===== config.mk =====
export PLATFORM = sky130hd
export DESIGN_NAME = rms_of_sample_block
export DESIGN_NICKNAME = d
export VERILOG_FILES = /design/src/hdl/rmsb_pkg.sv /design/src/hdl/rmsb_divsqrt.sv /design/src/hdl/rms_of_sample_block.sv
export SDC_FILE = /design/constraint.sdc
export NUM_CORES = 1
export LEC_CHECK = 0
export BUFFER_PORTS_ARGS = -buffer_cell sky130_fd_sc_hd__buf_2
export CAP_MARGIN = 40
export CELL_PAD_IN_SITES_DETAIL_PLACEMENT = 1
export CELL_PAD_IN_SITES_GLOBAL_PLACEMENT = 1
export CORE_ASPECT_RATIO = 1.4
export CORE_MARGIN = 2
export CORE_UTILIZATION = 54
export CTS_CLUSTER_SIZE = 24
export DETAILED_ROUTE_END_ITERATION = 7
export PLACE_DENSITY = 0.9
export SYNTH_ARGS = -nofsm -noshare
export SYNTH_HDL_FRONTEND = slang
export SYNTH_SLANG_ARGS = --single-unit

===== constraint.sdc =====
create_clock -name clock -period 11.38 [get_ports clock]
set_input_delay 0.569 -clock clock [delete_from_list [all_inputs] [get_ports clock]]
set_output_delay 0.569 -clock clock [all_outputs]
set_load 0.05 [all_outputs]

===== src/hdl/rmsb_pkg.sv =====
// ============================================================================
// rmsb_pkg
// Shared widths, defaults and interface types for the RMS block.
// ============================================================================
package rmsb_pkg;

   // Input sample port width and default parameter values.
   localparam int SAMPLE_W            = 16;
   localparam int DEF_SAMPLE_BITS     = 16;
   localparam int DEF_MAX_SAMPLES     = 65536;

   // Accumulator, count and result widths.
   localparam int SUM_W               = 47;
   localparam int CNT_W               = 17;
   localparam int RMS_W               = 24;

   // Fixed-point scale: the mean square is shifted up by this many bits,
   // which gives eight fraction bits after the square root.
   localparam int FRAC_SHIFT          = 16;

   // Divider: dividend/quotient shift register and one step per bit.
   localparam int DQ_W                = SUM_W + FRAC_SHIFT;
   localparam int DIV_STEPS           = DQ_W;

   // Square root: the quotient is at most 2^46, so 48 input bits and two bits
   // per step are enough for a 24-bit root.
   localparam int SQRT_IN_W           = 2 * RMS_W;
   localparam int SQRT_STEPS          = RMS_W;
   localparam int REM_W               = RMS_W + 1;

   // Shared subtractor width covers both the divide and the root trial.
   localparam int ALU_W               = REM_W + 2;
   localparam int STEP_W              = $clog2(DIV_STEPS);

   // Request from the top level to the arithmetic unit.
   typedef struct packed {
      logic             start;
      logic [SUM_W-1:0] sum;
      logic [CNT_W-1:0] count;
   } rmsb_job_type;

   // Status from the arithmetic unit.
   typedef struct packed {
      logic             done;
      logic [RMS_W-1:0] root;
   } rmsb_res_type;

endpackage


===== src/hdl/rmsb_divsqrt.sv =====
// ============================================================================
// rmsb_divsqrt
// Sequenced divide and square root over one shared subtractor.
// Computes floor(sqrt(floor(sum * 2^16 / count))): a restoring divide, one
// quotient bit per cycle, then a restoring root, one root bit per cycle.
// ============================================================================
module rmsb_divsqrt
   import rmsb_pkg::*;
(
   input  logic         clock,
   input  logic         reset,
   input  rmsb_job_type job,
   output rmsb_res_type res
);

   typedef enum logic [1:0] {
      U_IDLE,
      U_DIV,
      U_SQRT,
      U_DONE
   } unit_state_type;

   unit_state_type      state_ff, state_in;
   logic [DQ_W-1:0]     dq_ff, dq_in;
   logic [CNT_W-1:0]    r_ff, r_in;
   logic [CNT_W-1:0]    c_ff, c_in;
   logic [REM_W-1:0]    rem_ff, rem_in;
   logic [RMS_W-1:0]    root_ff, root_in;
   logic [STEP_W-1:0]   step_ff, step_in;

   logic [ALU_W-1:0]    alu_a, alu_b;
   logic [ALU_W:0]      alu_diff;
   logic                alu_ge;
   logic [CNT_W:0]      div_part;
   logic [ALU_W-1:0]    sqrt_part;

   // Partial remainders for the two kinds of step.
   assign div_part  = {r_ff, dq_ff[DQ_W-1]};
   assign sqrt_part = {rem_ff, dq_ff[SQRT_IN_W-1 -: 2]};

   // Shared subtractor; the top bit of the difference is the borrow.
   always_comb begin
      if (state_ff == U_SQRT) begin
         alu_a = sqrt_part;
         alu_b = ALU_W'({root_ff, 2'b01});
      end else begin
         alu_a = ALU_W'(div_part);
         alu_b = ALU_W'(c_ff);
      end
      alu_diff = {1'b0, alu_a} - {1'b0, alu_b};
      alu_ge   = !alu_diff[ALU_W];
   end

   // Sequencer next state.
   always_comb begin
      state_in = state_ff;
      dq_in    = dq_ff;
      r_in     = r_ff;
      c_in     = c_ff;
      rem_in   = rem_ff;
      root_in  = root_ff;
      step_in  = step_ff;
      if (job.start) begin
         state_in = U_DIV;
         dq_in    = {job.sum, FRAC_SHIFT'(0)};
         r_in     = '0;
         c_in     = job.count;
         step_in  = '0;
      end else begin
         unique case (state_ff)
            U_DIV: begin
               r_in  = alu_ge ? alu_diff[CNT_W-1:0] : div_part[CNT_W-1:0];
               dq_in = {dq_ff[DQ_W-2:0], alu_ge};
               if (step_ff == STEP_W'(DIV_STEPS - 1)) begin
                  state_in = U_SQRT;
                  step_in  = '0;
                  rem_in   = '0;
                  root_in  = '0;
               end else begin
                  step_in = step_ff + 1'b1;
               end
            end
            U_SQRT: begin
               rem_in  = alu_ge ? alu_diff[REM_W-1:0] : sqrt_part[REM_W-1:0];
               root_in = {root_ff[RMS_W-2:0], alu_ge};
               dq_in   = {dq_ff[DQ_W-3:0], 2'b00};
               if (step_ff == STEP_W'(SQRT_STEPS - 1)) begin
                  state_in = U_DONE;
               end else begin
                  step_in = step_ff + 1'b1;
               end
            end
            U_IDLE, U_DONE: begin
               state_in = state_ff;
            end
            default: begin
               state_in = U_IDLE;
            end
         endcase
      end
   end

   // State and datapath registers.
   always_ff @(posedge clock) begin
      if (reset) begin
         state_ff <= U_IDLE;
         step_ff  <= '0;
      end else begin
         state_ff <= state_in;
         step_ff  <= step_in;
      end
      dq_ff   <= dq_in;
      r_ff    <= r_in;
      c_ff    <= c_in;
      rem_ff  <= rem_in;
      root_ff <= root_in;
   end

   assign res.done = (state_ff == U_DONE);
   assign res.root = root_ff;

endmodule


===== src/hdl/rms_of_sample_block.sv =====
// ============================================================================
// rms_of_sample_block
// RMS of a block of signed samples, 8 fraction bits, floored.
//
//   Channel  Direction  Payload                                   Beat when
//   req_     in         sample, last                              req_valid & req_ready
//   rsp_     out        rms_value, sample_count, overflow         rsp_valid & rsp_ready
//
// A sample without last is squared and accumulated at one beat per cycle.
// A last beat leads to the result through the final add, 63 divide steps
// and 24 root steps on the shared subtractor, and the load of the result
// register. req_ready is low meanwhile.
// If the previous result is still waiting, the new one waits in the unit.
// Reset is synchronous and clears the sum, the count and the drop flag.
// ============================================================================
module rms_of_sample_block
   import rmsb_pkg::*;
#(
   parameter int MAX_SAMPLES = DEF_MAX_SAMPLES,
   parameter int SAMPLE_BITS = DEF_SAMPLE_BITS
)
(
   input  logic                clock,
   input  logic                reset,
   input  logic                req_valid,
   output logic                req_ready,
   input  logic [SAMPLE_W-1:0] req_sample,
   input  logic                req_last,
   output logic                rsp_valid,
   input  logic                rsp_ready,
   output logic [RMS_W-1:0]    rsp_rms_value,
   output logic [CNT_W-1:0]    rsp_sample_count,
   output logic                rsp_overflow
);

   localparam int SQ_W = 2 * SAMPLE_BITS;

   typedef enum logic [1:0] {
      S_IDLE,
      S_ADD,
      S_CALC
   } state_type;

   state_type              state_ff, state_in;
   logic                   rsp_valid_ff, rsp_valid_in;
   logic [RMS_W-1:0]       rms_ff, rms_in;
   logic [CNT_W-1:0]       cnt_out_ff, cnt_out_in;
   logic                   ovf_ff, ovf_in;
   logic [SUM_W-1:0]       sum_ff, sum_in;
   logic [CNT_W-1:0]       count_ff, count_in;
   logic                   drop_ff, drop_in;
   logic [SQ_W-1:0]        sq_ff, sq_in;
   logic                   sq_valid_ff, sq_valid_in;

   logic [SAMPLE_BITS-1:0] smp;
   logic [SAMPLE_BITS-1:0] mag;
   logic                   beat_in;
   logic                   full;
   logic                   load_rsp;
   rmsb_job_type           job;
   rmsb_res_type           res;

   // Magnitude of the sample read as a SAMPLE_BITS-wide signed value.
   assign smp   = req_sample[SAMPLE_BITS-1:0];
   assign mag   = smp[SAMPLE_BITS-1] ? (~smp + 1'b1) : smp;
   assign sq_in = SQ_W'(mag) * SQ_W'(mag);

   assign req_ready = (state_ff == S_IDLE);
   assign beat_in   = req_valid && req_ready;
   assign full      = (count_ff >= CNT_W'(MAX_SAMPLES));
   assign load_rsp  = (state_ff == S_CALC) && res.done && (!rsp_valid_ff || rsp_ready);

   // Hand the final sum and count to the arithmetic unit.
   assign job.start = (state_ff == S_ADD);
   assign job.sum   = sum_in;
   assign job.count = count_ff;

   rmsb_divsqrt u_divsqrt (
      .clock (clock),
      .reset (reset),
      .job   (job),
      .res   (res)
   );

   // Next values for the accumulator, the sequencer and the result register.
   always_comb begin
      state_in     = state_ff;
      rsp_valid_in = rsp_valid_ff && !rsp_ready;
      rms_in       = rms_ff;
      cnt_out_in   = cnt_out_ff;
      ovf_in       = ovf_ff;
      count_in     = count_ff;
      drop_in      = drop_ff;
      sq_valid_in  = 1'b0;
      sum_in       = sq_valid_ff ? (sum_ff + SUM_W'(sq_ff)) : sum_ff;

      // Count the beat or drop it when the block is full.
      if (beat_in) begin
         if (full) begin
            drop_in = 1'b1;
         end else begin
            count_in    = count_ff + 1'b1;
            sq_valid_in = 1'b1;
         end
      end

      unique case (state_ff)
         S_IDLE: begin
            if (beat_in && req_last) begin
               state_in = S_ADD;
            end
         end
         S_ADD: begin
            state_in = S_CALC;
         end
         S_CALC: begin
            if (load_rsp) begin
               state_in     = S_IDLE;
               rsp_valid_in = 1'b1;
               rms_in       = (count_ff == '0) ? '0 : res.root;
               cnt_out_in   = count_ff;
               ovf_in       = drop_ff;
               sum_in       = '0;
               count_in     = '0;
               drop_in      = 1'b0;
            end
         end
         default: begin
            state_in = S_IDLE;
         end
      endcase
   end

   // State, accumulator and registered outputs.
   always_ff @(posedge clock) begin
      if (reset) begin
         state_ff     <= S_IDLE;
         rsp_valid_ff <= 1'b0;
         sum_ff       <= '0;
         count_ff     <= '0;
         drop_ff      <= 1'b0;
         sq_valid_ff  <= 1'b0;
      end else begin
         state_ff     <= state_in;
         rsp_valid_ff <= rsp_valid_in;
         sum_ff       <= sum_in;
         count_ff     <= count_in;
         drop_ff      <= drop_in;
         sq_valid_ff  <= sq_valid_in;
      end
      sq_ff      <= sq_in;
      rms_ff     <= rms_in;
      cnt_out_ff <= cnt_out_in;
      ovf_ff     <= ovf_in;
   end

   assign rsp_valid        = rsp_valid_ff;
   assign rsp_rms_value    = rms_ff;
   assign rsp_sample_count = cnt_out_ff;
   assign rsp_overflow     = ovf_ff;

   // The sample count never passes the block size.
   a_count_bound: assert property (@(posedge clock) disable iff (reset)
      count_ff <= CNT_W'(MAX_SAMPLES))
      else $error("sample count exceeds the block size");

   // A new result appears only when the computation finishes.
   a_rsp_source: assert property (@(posedge clock) disable iff (reset)
      $rose(rsp_valid_ff) |-> $past(state_ff == S_CALC))
      else $error("result raised outside the calculation phase");

   // A last beat always starts the final add.
   a_last_starts: assert property (@(posedge clock) disable iff (reset)
      beat_in && req_last |=> state_ff == S_ADD)
      else $error("last beat did not start the calculation");

   // A pending square always comes from an accepted beat.
   a_sq_source: assert property (@(posedge clock) disable iff (reset)
      sq_valid_ff |-> $past(beat_in))
      else $error("square pending without an accepted beat");

endmodule

==> results.toml, run 1 <==
[drt]
firstDrtPassIters = 5
wl_per_cell_um = 22.1
routed_via_density = 6.00
wl_mm = 64.4
ant_nets = 0
drc_errors = 0
vias = 17500
drt-initial-drc-count = 805

[layout]
antennaDiodeCount = 0
drive_above_1_share_pct = 7.35
final_cell_mix = "inv_1 (277), nor2_1 (211), nand2_1 (176)"
mostFrequentLayoutCell = "inv_1"
final_cell_area_um2 = 24100
nNetsFinal = 2707
area_growth_pct = 8.13

[setup_path]
crit_end = "sq_ff[24]"
critPathKind = "primary input to flip-flop"
path_common_cell = "fa_1"
crit_path_top_delay_cell = "a311oi_1"
r2r_cells = 16
required_ps = 11850
cp-startpoint = "req_sample[0]"
cp_max_fo = 13
r2r_start = "u_divsqrt.state_ff[1]"
r2r-end = "u_divsqrt.rem_ff[22]"
endpoint_kind = "flip-flop"
cp-start-kind = "primary input"
worstPathArrival_ps = 9060
max_stage_delay_ps = 710
r2r_setup_slack_ps = 5460

[sta]
tns_ps = 0
skew_ps = 38.7
finalCriticalPeriod_ps = 8580
post-route-period-util_pct = 75.4
slew_violations = 0
relSlewSlack_pct = 38.6
tightestPinTransition_ps = 921
hold_violations = 0
timing.fmax_ghz = 0.117
setup_viol = 0
fin_hold_ws_ps = 277
rsz0062_at_grt = "no"

[global_route]
first_global_vias = 19900
grt_usage_pct = 30.2
grt_max_degree = 80
overflow = 0
antenna_found_initial = 0
grt_pass1_wl_mm = 104

[synthesis]
synth.distinct_cells = 73
synth_edf_count = 155
synth_warnings = 0
async_flop_share_pct = 0
netlist_instances = 2327
synthFlopType = "edfxtp_1"
yosysSeqAreaShare_pct = 33.6
syn_area_um2 = 22200
synth.avg_cell_area_um2 = 9.56
ys_ff_latch = 296

[die]
die_area_um2 = 42900
io_pins = 65
start_util_pct = 54.3
die_w_um = 176
fp.dieH_um = 244
rows = 88
core_area_um2 = 41000

[clock_network]
cts.sinks = 296
cts_buffers = 28
cts_hold_buf = 0
clk_pin_slew_worst_paths_ps = 60
h-tree-depth = 1
cts_buffer_depth = 3
ctsResizeCount = 0
tritoncts = "done"
clkLatencyLatePin_ps = 580
post_cts_buffers = 0
cts-root-buf = "clkbuf_16"

[placed_design]
postPlaceCellArea_um2 = 23100
place_congestion = 0.905
port_buffers = 64
hpwl_mm = 46.9

[run]
drv_cap = 0

[outcome]
outcome = "completed"

[hold_path]
min_path_type = "primary input to flip-flop"
-- logic make-up (layout without fill, tap and decap cells) --
family                   count (synthesis)  in the layout  share of synthesized area [%]
other                                    2             11                         0.0338
buffers and inverters                  377            421                           6.43
multiplexers                            64             64                           2.99
adder cells (fa/ha/maj)                328            328                           24.0
flip-flops                             296            296                           33.6
AND/OR/NAND/NOR                        681            681                           14.7
AO/OA/AOI/OAI                          455            455                           13.1
XOR/XNOR                               124            124                           5.05
-- registers in the layout (all words and copies together) (netlist names), 6 cells and up --
| signal | cells |
|---|---|
| u_divsqrt.dq_ff | 63 |
| sum_ff | 47 |
| sq_ff | 31 |
| u_divsqrt.rem_ff | 25 |
| rsp_rms_value | 24 |
| u_divsqrt.root_ff | 24 |
| count_ff | 17 |
| rsp_sample_count | 17 |
| u_divsqrt.c_ff | 17 |
| u_divsqrt.r_ff | 17 |
| u_divsqrt.step_ff | 6 |
-- worst max-delay path, delay by kind of cell --
kind	cells	cell delay, ps
compound gates	4	1610
simple gates	8	1420
fa+ha+maj	8	3580
xor+xnor	2	660
buf+inv	6	1170
-- stage by stage --
step	instances	util [%]	setup WS, ps
2_1_floorplan	2336	-	3760
3_3_place_gp	2863	56.3	2840
3_5_place_dp	2868	56.5	2300
4_1_cts	2920	58.7	2840
5_1_grt	2920	58.7	2340
6_report	2920	58.7	2800
-- worst min path at each step --
stage                  startpoint            to  slack, ps  depth (start not counted)
CTS                 req_sample[0]      sq_ff[0]        260                          1
global route        req_sample[0]      sq_ff[0]        270                          1
finish              req_sample[0]      sq_ff[0]        280                          1
floorplan                 drop_ff  rsp_overflow        410                          0
detailed placement        drop_ff  rsp_overflow        420                          0
global placement          drop_ff  rsp_overflow        420                          0
-- layout make-up --
class / count / area [µm²]
repair buffers: 86 / 514
flip-flops and latches: 296 / 7480
clock inverters: 11 / 125
fillers: 4577 / 16900
clock buffers: 41 / 801
multi-input cells: 1663 / 13400
well taps: 540 / 676
inverters: 283 / 1060
-- layer usage --
layer	global-route usage (%)	up-vias	part of all wire [%]
met5	0	-	0
met4	18.6	0	6.6
met3	2.50	245	2.8
met2	59.4	500	56
met1	30.2	8794	35
li1	-	7976	-
-- cell usage after synthesis (4+ instances only) --
cell type / count / area (µm²)
inv_1: 279 / 1050
nor2_1: 212 / 796
nand2_1: 176 / 661
a21oi_1: 169 / 846
fa_1: 165 / 3300
ha_1: 163 / 2040
edfxtp_1: 155 / 4650
dfxtp_1: 141 / 2820
clkbuf_1: 76 / 285
and2_1: 67 / 419
xnor2_1: 64 / 561
o21ai_0: 63 / 315
xor2_1: 58 / 508
a211oi_1: 54 / 405
nor2b_1: 49 / 307
mux2i_1: 45 / 450
nand3_1: 36 / 180
a21o_1: 35 / 263
nand4_1: 29 / 181
nor3_1: 26 / 130
a31oi_1: 19 / 119
and3_1: 19 / 119
mux2_2: 19 / 214
nand2b_1: 15 / 93.8
o21a_1: 15 / 113
or3_1: 15 / 93.8
a311oi_1: 14 / 123
o211ai_1: 14 / 105
o31ai_1: 10 / 75.1
buf_1: 9 / 33.8
nor4_1: 8 / 50.1
o21bai_1: 8 / 60.1
buf_2: 7 / 35.0
a21boi_0: 6 / 45.0
nor3b_1: 6 / 45.0
a211o_1: 5 / 43.8
and4_1: 5 / 43.8
a311o_1: 4 / 40.0
o2111ai_1: 4 / 35.0
o211a_1: 4 / 40.0
o22ai_1: 4 / 25.0
or2_2: 4 / 25.0
Power of run 1 is not shown: default switching activity piles up to over one toggle a cycle in this logic, so the estimate is an artifact.
==> run 2: changes to the inputs <==
CORE_UTILIZATION = 46   (was 54)
PLACE_DENSITY = 0.81   (was 0.9)
clock period = 7.8 ns   (was 11.38 ns; I/O delays follow)
==> run 2 against run 1 <==
Register-to-register slack got worse by 3000 ps. Highest routed layer unchanged. Critical endpoint is now sq_ff[31]. Cell count increased by 5.0%. Setup slack got worse by 2400 ps. Critical path type unchanged.
==> results.toml, run 2 (synthesis gave the netlist of run 1 again) <==
[global_route]
first_global_vias = 19500
grt_max_degree = 74
overflow = 0
antenna_found_initial = 0
grt_pass1_wl_mm = 98.3
grt_usage_pct = 24.1

[setup_path]
endpoint_kind = "flip-flop"
critPathTopFamily = "adder cells"
critPathKind = "primary input to flip-flop"
required_ps = 8250
path_buf_inv = 6
crit_path_top_delay_cell = "or4_1"
worstPathArrival_ps = 7840
path_common_cell = "fa_1"
cp_max_fo = 5
max_stage_delay_ps = 550
cp-start-kind = "primary input"

[sta]
relSlewSlack_pct = 38.4
tns_ps = 0
timing.fmax_ghz = 0.135
skew_ps = 14.7
slew_violations = 0
hold_violations = 0
tightestPinTransition_ps = 923
rsz0062_at_grt = "no"
setup_viol = 0
finalCriticalPeriod_ps = 7400
post-route-period-util_pct = 94.8

[layout]
nNetsFinal = 2763
largest_reg_flops = 63
final_cell_mix = "inv_1 (277), nor2_1 (211), nand2_1 (176)"
utilization_pct = 51.6
area_growth_pct = 11.0
top_regs = "u_divsqrt.dq_ff: 63 flops, sum_ff: 47 flops, sq_ff: 31 flops"
multi_input_area_um2 = 13400
antennaDiodeCount = 0
drive_above_1_share_pct = 9.77
regMostFlops = "u_divsqrt.dq_ff"
seq_area_um2 = 7480
mostFrequentLayoutCell = "inv_1"
fillers = 5515

[clock_network]
clk_pin_slew_worst_paths_ps = 70
h-tree-depth = 1
cts_buffers = 27
cts.sinks = 296
clkLatencyLatePin_ps = 570
post_cts_buffers = 0
cts_buffer_depth = 3
tritoncts = "done"
cts-root-buf = "clkbuf_16"

[drt]
ant_nets = 0
drt-initial-drc-count = 656
wl_per_cell_um = 19.3
routed_via_density = 5.60
wl_mm = 59.3
vias = 17200
firstDrtPassIters = 5
drc_errors = 0

[die]
rows = 95
fp.dieH_um = 264
core_area_um2 = 47900
die_area_um2 = 50200
io_pins = 65
die_w_um = 190
start_util_pct = 46.4

[outcome]
outcome = "completed"

[hold_path]
min_path_type = "primary input to flip-flop"

[placed_design]
hpwl_mm = 46.6
place_congestion = 0.891
port_buffers = 64

[run]
drv_cap = 0
run 2: cell types whose count changed in the layout (fill, tap and decap cells not counted), moves of 2 or more:
cell        previous run  this run
buf_4                 19        74
buf_8                  0         2
clkinv_2               5         1
a21boi_0               6         4
clkinvlp_4             0         3
inv_6                  1         3
clkbuf_1               9         4
a21boi_1               1         3
bufinv_16              2         4
xor2_2                 0         2
xor2_1                58        56
run 2: through the flow:
step	setup WS (ps)	hold slack [ps]	instances	cell area [µm²]
after floorplan	355	409	2336	22300
after global placement	-29.7	435	3011	23600
after detailed placement	-372	441	3015	23700
after CTS	230	69.9	3065	24700
after global routing	8.24	85.9	3065	24700
final	405	88.4	3065	24700
run 2: per-layer routing:
metal	part of all wire (%)	GRT usage, %	up-vias
li1	-	-	8081
met1	36	24.5	8646
met2	57	48.8	277
met3	1.8	1.66	164
met4	5.1	11.5	0
met5	0	0	-
run 2: final timing paths:
check | start | to | slack [ps] | cells after the start
max reg2reg | u_divsqrt.state_ff[0] | u_divsqrt.r_ff[6] | 2430 | 16
max | req_sample[6] | sq_ff[31] | 400 | 28
min reg2reg | drop_ff | rsp_overflow | 480 | 0
min | req_last | state_ff[0] | 90 | 2
run 2: repair_timing:
item | 4_1_cts | 5_1_grt
setup endpoints to repair | 0 | 3
gates resized for setup | 0 | 7
hold buffers | 0 | 0
run 2: area by class of cell:
class,count,share of cell area (%)
clock buffer,36,3.17
clock inverter,14,0.836
inverter,283,4.31
multi-input combinational,1663,54.4
sequential,296,30.3
tap,630,3.19
timing repair buffer,143,3.85
Power of run 2 is left out for the same reason.
==> run 3: changes to the inputs <==
ABC_AREA = 1   (was not set)
CORE_UTILIZATION = 44   (was 46)
PLACE_DENSITY = 0.82   (was 0.81)
==> run 3 against run 2 <==
Hold slack got worse by 19 ps. First-iteration DRC count increased by 23%. Setup slack improved by 390 ps. Global-route usage increased by 2.3 points. Critical path depth increased by 4. Synthesized area increased by 7.9%.
==> results.toml, run 3 <==
[setup_path]
r2r-end = "u_divsqrt.rem_ff[22]"
endpoint_kind = "flip-flop"
path_common_cell = "nand2_1"
worstPathArrival_ps = 7430
r2r_cells = 19
crit_path_top_delay_cell = "fa_1"
max_stage_delay_ps = 550
cp-start-kind = "primary input"
r2r_start = "u_divsqrt.state_ff[0]"
r2r_setup_slack_ps = 3450
critPathKind = "primary input to flip-flop"
cp_max_fo = 12
required_ps = 8220

[global_route]
grt_usage_pct = 26.4
antenna_found_initial = 0
grt_max_degree = 74
first_global_vias = 23400
overflow = 0
grt_pass1_wl_mm = 119

[power]
power.net_switching_mw = 6.67
power.density_nw_per_um2 = 493
p_int_mw = 6.30
peakVddDrop_uv = 257
p_leak_nw = 13.0
p_comb_share_pct = 68.1
switching_share_pct = 51.4
clkPwrFrac_pct = 12.9
seq_power_share_pct = 19.0

[hold_path]
worstHoldStart = "req_sample[0]"
min_path_type = "primary input to flip-flop"
worstHoldEndpoint = "sq_ff[0]"
worstHoldPathCells = 1

[clock_network]
cts.sinks = 296
cts-root-buf = "clkbuf_16"
h-tree-depth = 2
tritoncts = "done"
post_cts_buffers = 0
cts_hold_buf = 0
clk_pin_slew_worst_paths_ps = 60
ctsResizeCount = 0
cts_buffer_depth = 3
clkLatencyLatePin_ps = 550
cts_buffers = 34

[sta]
post-route-period-util_pct = 89.8
tightestPinTransition_ps = 911
skew_ps = 23.4
setup_viol = 0
finalCriticalPeriod_ps = 7010
rsz0062_at_grt = "no"
hold_violations = 0
relSlewSlack_pct = 39.2
timing.fmax_ghz = 0.143
slew_violations = 0
worst_slack_ps = 794
tns_ps = 0

[die]
die_w_um = 201
fp.dieH_um = 280
start_util_pct = 44.4
die_area_um2 = 56500
core_area_um2 = 54100
io_pins = 65
rows = 101

[synthesis]
yosysSeqAreaShare_pct = 31.1
synth.distinct_cells = 52
yosys-top-cells-area = "edfxtp_1 (19%), fa_1 (14%), dfxtp_1 (12%)"
synth.area.mux_share_pct = 1.04
synth_simple_gate_area_share_pct = 22.6
yosysMostFrequentCell = "nand2_1"
synth_compound_area_share_pct = 9.71
async_flop_share_pct = 0
synth_warnings = 0
synth_fa_ha_area_share_pct = 22.2
synth.avg_cell_area_um2 = 7.70
yosysTopAreaCell = "edfxtp_1"
syn_area_um2 = 24000
synth_common_cells = "nand2_1 (674), inv_1 (613), nor2_1 (323)"
ys_ff_latch = 296
synth_top_area_share_pct = 19.4
yosys.area_share.xor_xnor_pct = 2.12
netlist_instances = 3118
synthFlopType = "edfxtp_1"
synth_edf_count = 155
synth_top_family_by_area = "simple AND/OR/NAND/NOR gates"

[drt]
firstDrtPassIters = 5
wl_per_cell_um = 18.8
drc_errors = 0
wl_mm = 73.6
ant_nets = 0
routed_via_density = 5.30
drt-initial-drc-count = 809
vias = 20700

[placed_design]
hpwl_mm = 59.3
place_congestion = 0.923
port_buffers = 64
dp_slack_ps = 295

[layout]
mostFrequentLayoutCell = "nand2_1"
top_regs = "u_divsqrt.dq_ff: 63 flops, sum_ff: 47 flops, sq_ff: 31 flops"
nNetsFinal = 3519
final_cell_mix = "nand2_1 (674), inv_1 (612), nor2_1 (321)"
area_growth_pct = 9.67
antennaDiodeCount = 0
regMostFlops = "u_divsqrt.dq_ff"
drive_above_1_share_pct = 6.32
largest_reg_flops = 63

[outcome]
outcome = "completed"

[run]
drv_cap = 0
-- run 3: changes by cell type in the layout (fill, tap and decap cells not counted), sizes merged, moves of 20 or more --
| cell | delta |
|---|---|
| xnor2 | -47 |
| inv | +334 |
| nor2b | -49 |
| buf | -51 |
| o21ai | +85 |
| mux2i | -20 |
| nor2 | +112 |
| or2 | +26 |
| nand2 | +507 |
| o211ai | +27 |
| nand3 | +115 |
| a21o | -22 |
| a211oi | -53 |
| and2 | -63 |
-- run 3: metal layers --
metal  part of all wire [%]  wire [µm]  GRT usage (%)
met1                     35      25800           24.9
met2                     57      41600           54.3
met3                    2.1       1550           2.26
met4                    6.2       4600           15.5
met5                      0          0              0
-- run 3: layout make-up --
class | instances | area (µm²)
Timing Repair Buffer | 92 | 553
Multi-Input combinational cell | 2128 | 13900
Sequential cell | 296 | 7480
Inverter | 618 | 2320
Clock inverter | 17 | 215
Tap cell | 721 | 902
Clock buffer | 45 | 933
Fill cell | 6822 | 27800
-- run 3: power by group through the flow --
stage	Sequential [mW]	Combinational [mW]	Clock (mW)
finish	2.47	8.83	1.67
floorplan	2.43	6.43	0
global placement	2.48	8.34	0
global route	2.51	10.0	1.76
detailed placement	2.50	8.77	0
CTS	2.47	8.86	1.71
-- run 3: worst max-delay path by stage --
stage	startpoint	to	slack, ps
4_1_cts	req_sample[0]	sq_ff[29]	880
3_5_place_dp	req_sample[0]	sq_ff[29]	300
3_3_place_gp	req_sample[0]	sq_ff[29]	630
6_report	req_sample[2]	sq_ff[29]	790
5_1_grt	req_sample[0]	sq_ff[29]	530
2_1_floorplan	req_sample[0]	sq_ff[29]	1210
-- run 3: metrics by stage --
stage	utilization, %	power (mW)	hold slack, ps	area (µm²)	std cells
after floorplan	-	8.85	409	24000	3127
after global placement	46.5	10.8	427	25100	3852
after detailed placement	46.6	11.3	436	25200	3855
after CTS	48.7	13.0	63.1	26300	3917
after global routing	48.7	14.3	73.8	26300	3917
final	48.7	13.0	68.9	26300	3917
-- run 3: logic make-up (layout without fill, tap and decap cells) --
kind of cell | count (synthesis) | in the layout
buffers and inverters | 703 | 772
AND/OR/NAND/NOR | 1290 | 1290
XOR/XNOR | 58 | 58
flip-flops | 296 | 296
other | 2 | 11
adder cells (fa/ha/maj) | 328 | 328
multiplexers | 25 | 25
AO/OA/AOI/OAI | 416 | 416
-- run 3: critical path: cells and delay by family --
kind	cells	cell delay (ps)
simple gates	14	1900
buf+inv	7	790
compound gates	4	880
fa+ha+maj	7	3450
Power figures use the tool's default switching activity.
